$ cat config.mk
export PLATFORM = sky130hd
export DESIGN_NAME = rsi_div
export DESIGN_NICKNAME = d
export VERILOG_FILES = /design/src/hw/rtl/rsi_with_threshold_alerts_unit_macros.svh /design/src/hw/rtl/rsi_pkg.sv /design/src/hw/rtl/rsi_div.sv
export SDC_FILE = /design/constraint.sdc
export NUM_CORES = 1
export LEC_CHECK = 0
export BUFFER_PORTS_ARGS = -buffer_cell sky130_fd_sc_hd__buf_2
export CAP_MARGIN = 20
export CORE_UTILIZATION = 45
export DETAILED_ROUTE_END_ITERATION = 6
export GPL_TIMING_DRIVEN = 1
export SLEW_MARGIN = 20
export SYNTH_ARGS = -nofsm -noshare
export SYNTH_HDL_FRONTEND = slang
export SYNTH_SLANG_ARGS = --single-unit
$ cat constraint.sdc
create_clock -name clk_i -period 5.2 [get_ports clk_i]
set_input_delay 0.52 -clock clk_i [delete_from_list [all_inputs] [get_ports clk_i]]
set_output_delay 0.52 -clock clk_i [all_outputs]
set_load 0.05 [all_outputs]
$ cat src/hw/rtl/rsi_with_threshold_alerts_unit_macros.svh
// Assertion macros for the RSI alert unit.
// Used by the top level only; no other dependencies.
`ifndef RSI_WITH_THRESHOLD_ALERTS_UNIT_MACROS_SVH
`define RSI_WITH_THRESHOLD_ALERTS_UNIT_MACROS_SVH

// Property checked at every clock edge outside reset.
`define RSI_ASSERT(lbl, clk, rst_n, prop) \
  lbl: assert property (@(posedge clk) disable iff (!rst_n) prop) \
    else $error("rsi unit assertion failed");

// Antecedent in one cycle implies consequent in the next.
`define RSI_ASSERT_NEXT(lbl, clk, rst_n, ante, cons) \
  lbl: assert property (@(posedge clk) disable iff (!rst_n) (ante) |=> (cons)) \
    else $error("rsi unit assertion failed");

`endif

$ cat src/hw/rtl/rsi_pkg.sv
// Shared constants, codes and state types for the RSI alert unit.
// No dependencies.
package rsi_pkg;

  localparam int MAX_PERIOD_DEF = 255;
  localparam int PRICE_BITS_DEF = 32;

  localparam int PRICE_W     = 32;
  localparam int IN_DATA_W   = 32;
  localparam int OUT_DATA_W  = 24;
  localparam int CFG_W       = 8;
  localparam int CFG_IDX_W   = 2;
  localparam int LINE_W      = 7;
  localparam int RSI_W       = 15;
  localparam int ALERT_W     = 2;
  localparam int SCALE_SHIFT = 8;   // RSI * 256
  localparam int MUL_EXTRA   = 7;   // bits added by the * 100 step

  localparam logic [RSI_W-1:0] RSI_FULL = 15'd25600;
  localparam logic [RSI_W-1:0] RSI_HALF = 15'd12800;

  localparam logic [CFG_W-1:0]  PERIOD_RST = 8'd14;
  localparam logic [LINE_W-1:0] BUY_RST    = 7'd25;
  localparam logic [LINE_W-1:0] SELL_RST   = 7'd75;

  localparam logic [CFG_IDX_W-1:0] REG_WINDOW_PERIOD = 2'd0;
  localparam logic [CFG_IDX_W-1:0] REG_BUY_LINE      = 2'd1;
  localparam logic [CFG_IDX_W-1:0] REG_SELL_LINE     = 2'd2;

  localparam logic [ALERT_W-1:0] ALERT_NONE = 2'd0;
  localparam logic [ALERT_W-1:0] ALERT_BUY  = 2'd1;
  localparam logic [ALERT_W-1:0] ALERT_SELL = 2'd2;

  typedef enum logic [2:0] {
    ST_IDLE,
    ST_ADD,
    ST_DROP,
    ST_START,
    ST_WAIT,
    ST_OUT
  } rsi_state_e;

  typedef enum logic [1:0] {
    DV_IDLE,
    DV_LOAD,
    DV_ITER,
    DV_DONE
  } div_state_e;

endpackage

$ cat src/hw/rtl/rsi_div.sv
// Bit-serial scaled ratio: floor(gain * 25600 / (gain + loss)), one quotient bit a cycle.
// Depends on rsi_pkg. Gives 12800 when gain and loss are both zero.
module rsi_div import rsi_pkg::*; #(
  parameter int SUM_W = 40
) (
  input  logic             clk_i,
  input  logic             rst_ni,
  input  logic             start_i,
  input  logic [SUM_W-1:0] gain_i,
  input  logic [SUM_W-1:0] loss_i,
  output logic             done_o,
  output logic [RSI_W-1:0] quot_o
);

  localparam int M_W      = SUM_W + MUL_EXTRA;
  localparam int LOW_KEEP = RSI_W - SCALE_SHIFT;
  localparam int CNT_W    = $clog2(RSI_W);

  div_state_e       state_q, state_d;
  logic [CNT_W-1:0] cnt_q;
  logic [SUM_W-1:0] gain_q;
  logic [SUM_W-1:0] total_q;
  logic [M_W-1:0]   acc_q;
  logic [SUM_W-1:0] rem_q;
  logic [RSI_W-1:0] low_q;
  logic [RSI_W-1:0] quot_q;

  logic [M_W-1:0]   gain_in_ext;
  logic [M_W-1:0]   gain_ext;
  logic [M_W-1:0]   prod;
  logic [SUM_W:0]   shifted;
  logic [SUM_W:0]   diff;
  logic             fits;

  assign gain_in_ext = {{MUL_EXTRA{1'b0}}, gain_i};
  assign gain_ext    = {{MUL_EXTRA{1'b0}}, gain_q};
  // gain * 100 = gain * (64 + 32) + gain * 4; the first part is registered at start, the second added here
  assign prod        = acc_q + (gain_ext << 2);
  assign shifted     = {rem_q, low_q[RSI_W-1]};
  assign diff        = shifted - {1'b0, total_q};
  assign fits        = shifted >= {1'b0, total_q};

  always_comb begin
    state_d = state_q;
    unique case (state_q)
      DV_IDLE: begin
        if (start_i) state_d = DV_LOAD;
      end
      DV_LOAD: begin
        state_d = (total_q == '0) ? DV_DONE : DV_ITER;
      end
      DV_ITER: begin
        if (cnt_q == CNT_W'(RSI_W - 1)) state_d = DV_DONE;
      end
      DV_DONE: begin
        state_d = DV_IDLE;
      end
      default: state_d = DV_IDLE;
    endcase
  end

  always_comb begin
    done_o = (state_q == DV_DONE);
    quot_o = (quot_q > RSI_FULL) ? RSI_FULL : quot_q;
  end

  always_ff @(posedge clk_i or negedge rst_ni) begin
    if (!rst_ni) begin
      state_q <= DV_IDLE;
      cnt_q   <= '0;
    end else begin
      state_q <= state_d;
      if (state_q == DV_LOAD) begin
        cnt_q <= '0;
      end else if (state_q == DV_ITER) begin
        cnt_q <= cnt_q + 1'b1;
      end
    end
  end

  always_ff @(posedge clk_i) begin
    unique case (state_q)
      DV_IDLE: begin
        if (start_i) begin
          gain_q  <= gain_i;
          total_q <= gain_i + loss_i;
          acc_q   <= (gain_in_ext << 6) + (gain_in_ext << 5);
        end
      end
      DV_LOAD: begin
        // top part of the numerator is already below the divisor
        rem_q  <= prod[M_W-1:LOW_KEEP];
        low_q  <= {prod[LOW_KEEP-1:0], {SCALE_SHIFT{1'b0}}};
        quot_q <= RSI_HALF;
      end
      DV_ITER: begin
        rem_q  <= fits ? diff[SUM_W-1:0] : shifted[SUM_W-1:0];
        low_q  <= {low_q[RSI_W-2:0], 1'b0};
        quot_q <= {quot_q[RSI_W-2:0], fits};
      end
      default: begin
      end
    endcase
  end

endmodule
# Word-level counts from Yosys, hierarchy flattened
# Index checks and enable logic that the tools add are counted.
op_classes:
  addsub: 5
  magnitude_cmp: 2
  n_eq_ne: 6
  n_mux: 11
  n_reduce_logical: 5
op_table:
  columns: ["operator", "n"]
  rows:
  - ["$pmux 40 s2", 1]
  - ["$pmux 15 s2", 2]
  - ["$add 46x45->47", 1]
  - ["$add 47x42->47", 1]
  - ["$ge 41x40->1", 1]
  - ["$add 40x40->40", 1]
  - ["$logic_not 40->1", 1]
  - ["$mux 40", 1]
  - ["$sub 40x40->40", 1]
  - ["$gt 15x15->1 const B", 1]
  - ["$mux 15", 1]
  - ["$mux 4", 2]
  - ["$pmux 2 s4", 1]
  - ["$add 4x1->4 const B", 1]
  - ["$eq 2x2->1 const B", 2]
  - ["$eq 4x4->1 const B", 1]
  - ["$mux 2", 2]
  - ["$ne 2x2->1 const B", 2]
  - ["$reduce_and 2->1", 2]
  - ["$eq 2x1->1 const B", 1]
  - ["$logic_not 2->1", 1]
  - ["$reduce_bool 2->1", 1]
  - ["$mux 1", 1]
word_totals:
  ff_bits: 203
  input_bits: 83
  out_inout_bits: 16
  elab_cells: 37

# Logic depth before layout (Yosys ltp)
logic_depth:
  word_depth: 3
  depth_mapped: 14
  mapped_depth_nobuf: 14

# Least setup slack after synthesis
# OpenSTA, ideal clock, no wires.
synth_timing:
  path_type: "register -> register"
  start: "reg state_q[0]"
  end: "reg acc_q[10] (enable)"
  setup_ps: 494
  arrival_ps: 3474
  required_ps: 4706
  slack_ps: 1231
  path_stages_with_launch: 4
  n_path_buf: 0
  period_less_slack_ps: 3969
  path_cell_list: "dfrtp_1 -> inv_1 -> ha_1 -> and2_1"
synth_between:
  elab_chain_len: 2
synth_lines:
  columns: ["element", "line_no", "rtl"]
  rows:
  - ["start: declaration", "rsi_div.sv:19", "div_state_e state_q, state_d;"]
  - ["start signal: assignment", "rsi_div.sv:72", "state_q <= state_d;"]
  - ["$logic_not 2->1", "rsi_div.sv:82", "unique case (state_q)"]
  - ["$reduce_and 2->1 (no source line)", null, null]
  - ["end signal: assignment", "rsi_div.sv:87", "acc_q <= (gain_in_ext << 6) + (gain_in_ext << 5);"]
  - ["end: declaration", "rsi_div.sv:23", "logic [M_W-1:0] acc_q;"]
# Every way passes these cells.
# A chain may end at the register's enable or synchronous reset.

# Worst setup path in the final report
layout_timing:
  start: "reg total_q[25]"
  end: "reg rem_q[10], data pin"
layout_between:
  elab_chain_len: 3
layout_lines:
  columns: ["element", "line_no", "rtl"]
  rows:
  - ["start: declaration", "rsi_div.sv:22", "logic [SUM_W-1:0] total_q;"]
  - ["start signal: assignment", "rsi_div.sv:86", "total_q <= gain_i + loss_i;"]
  - ["$ge 41x40->1", "rsi_div.sv:41", "assign fits = shifted >= {1'b0, total_q};"]
  - ["$mux 40", "rsi_div.sv:97", "rem_q <= fits ? diff[SUM_W-1:0] : shifted[SUM_W-1:0];"]
  - ["$pmux 40 s2", "rsi_div.sv:82", null]
  - ["end signal: assignment", "rsi_div.sv:92", "rem_q <= prod[M_W-1:LOW_KEEP];"]
  - ["end signal: assignment", "rsi_div.sv:97", null]
  - ["end: declaration", "rsi_div.sv:24", "logic [SUM_W-1:0] rem_q;"]
# Every way passes these cells.

==> metrics.cfg <==
[grt]
antenna_found_initial=0
gr-total-overflow=0
grt_pass1_wl_um=59700
grt_usage=0.224
grt_max_degree=55
grt_pass1_vias=11300

[pwr]
pwr-share-comb=0.559
switchingPower_mw=4.04
switching_share=0.431
clockPowerShare=0.152
total_power_mw=9.38
p_per_area_nw_per_um2=559
ir_drop_mv=0.356
p_int_mw=5.34
p_seq_frac=0.289
p_leak_nw=7.17

[placed_design]
portBuffers=98
place_area_um2=16200
dp_cells=2080
pre_cts_ws_ps=1010
place_congestion=0.884
hpwl_um=29700

[worst_setup_path]
cp-start-kind=flop
cp_max_fo=28
arrival_ps=4240
critPathSlowestCell=nor4_1
critPathMaxStageDelay_ps=620
timing.rr.start=total_q[25]$_DFFE_PP_
cp_top_family=simple AND/OR/NAND/NOR gates
rr_endpoint=rem_q[10]$_DFFE_PP_
cp_common_cell=nor4_1
rrSetupSlack_ps=1130
setup.worst_path.class=flop to flop
reg2reg_depth=12
critPathBufInv=2
crit_required_ps=5370
path_cells=inv_1 > ha_1 > nand4_1 > nor2_1 > nand3_1 > or4_1 > nor4_1 > nor4_1 > o21ai_4 > buf_12 > mux2i_1 > a21oi_1
worst_setup_path_end_kind=flop

[timing]
hold_slack_ps=296
setup_ws_ps=1130
slew_headroom=0.311
fin_worst_skew_ps=9.48
worst_pin_slew_ps=1030
post-route-period-util=0.782
tns_ps=0
fin_crit_ps=4070
fmax_mhz=246
setup_viol=0
hold_viol_final=0
rsz0062_at_grt=no
maxSlewViolCount=0

[yosys]
ys_warn_count=0
syn_area_per_cell_um2=9.66
synthFlopType=edfxtp_1
ys_seq_area_frac=0.367
synthArstFlopShare=0.0321
synth_edf_count=181
synth.distinct_cells=78
synth.cell_area_um2=15200
syn_nets=1825
ys_ff_latch=187
syn_inst=1574

[routing]
ant_nets=0
avgRoutedWirePerCell_um=17.8
vias_per_cell=5.67
drc=0
drt-initial-drc-count=764
vias=12000
wl_um=37500
first_pass_iters=6

[cts]
holdBufCountCts=1
numCtsBuffers=17
clkSinkCount=187
cts_buffer_depth=2
cts_tree=built
insertion_delay_ps=440
clk_pin_slew_ps=70
cts_resized=0
post_cts_buffers=0
clockRootBuffer=clkbuf_16
htree_levels=4

[min_path]
hold_class=input port to flop
hold_end=gain_q[0]$_DFFE_PP_
hold-path-cell-count=1
min_from=gain_i[0]

[floorplan]
die_h_um=186
io_pins=99
coreArea_um2=32900
initial_core_util=0.463
die_w_um=186
rows=66
die_area_um2=34500

[final_layout]
layout_common_cells=181 x edfxtp_1, 174 x a21oi_1, 162 x ha_1
syn2layout_area_growth_pct=10.4
fin_cells=2112
diodes=0
final_common_cell=edfxtp_1
post-route-util=0.511
final_area_um2=16800
drive_gt1_frac=0.0952
fin_nets=1909

[run]
cap_viol_max_count=0

[status]
status=finished, final reports clean

[sequential cells by signal (all words and copies together) (netlist names)]
name     flops
total_q     40
state_q      2
low_q        5
cnt_q        4
acc_q       41
rem_q       40
gain_q      40
quot_q      15
[logic make-up after synthesis]
group | count (synthesis) | share of synthesized area
buffers and inverters | 130 | 0.0338
xor gates and xnor gates | 139 | 0.0800
muxes | 45 | 0.0301
DFF | 187 | 0.367
adders and majority gates | 168 | 0.140
AOI/OAI and AO/OA | 506 | 0.218
and+or+nand+nor | 399 | 0.130
[worst register-to-register path, delay by kind of cell (launching register included)]
kind,cells,cell delay [ps]
buf+inv,2,390
mux,1,280
flops,1,430
fa+ha+maj,1,410
simple gates,6,1890
compound gates,2,400
[metal layers]
layer / vias up / global-route usage / part of all wire
met5: - / 0 / 0
met2: 257 / 0.334 / 0.42
met1: 5602 / 0.331 / 0.52
li1: 6072 / - / -
met4: 0 / 0.0705 / 0.023
met3: 46 / 0.0295 / 0.036
[area by class of cell]
type | instances | area, µm²
Sequential cell | 187 | 5590
Timing Repair Buffer | 105 | 558
Tap cell | 442 | 553
Clock buffer | 19 | 433
Fill cell | 3135 | 16100
Clock inverter | 12 | 195
Multi-Input combinational cell | 1257 | 9130
Inverter | 90 | 338
[power groups by stage]
stage,sequential (mW),combinational (mW),clock (mW)
final,2.71,5.24,1.43
after detailed placement,2.73,5.20,0
after CTS,2.71,5.22,1.45
after global routing,2.76,5.83,1.50
after floorplan,2.65,4.11,0
after global placement,2.74,5.15,0
[Yosys cell counts (36+ instances only)]
cell type / number / area share
a21o_1: 93 / 0.046
a21oi_1: 174 / 0.057
clkbuf_1: 36 / 0.0089
edfxtp_1: 181 / 0.36
ha_1: 164 / 0.13
inv_1: 89 / 0.022
mux2i_1: 39 / 0.026
nand2_1: 72 / 0.018
nor2_1: 123 / 0.030
o21ai_0: 73 / 0.024
xnor2_1: 92 / 0.053
xor2_1: 47 / 0.027
[worst max path at each step]
stage,start,endpoint,slack (ps),depth (start not counted)
after floorplan,state_q[0]$_DFFE_PN0P_,acc_q[10]$_DFFE_PP_,1230,3
after global placement,gain_i[1],acc_q[46]$_DFFE_PP_,1030,12
after detailed placement,gain_i[1],acc_q[46]$_DFFE_PP_,1010,12
after CTS,total_q[25]$_DFFE_PP_,rem_q[10]$_DFFE_PP_,1180,12
after global routing,low_q[14]$_DFFE_PP_,rem_q[38]$_DFFE_PP_,920,13
final,total_q[25]$_DFFE_PP_,rem_q[10]$_DFFE_PP_,1130,12
No activity file was read; power rests on OpenSTA's default activity.
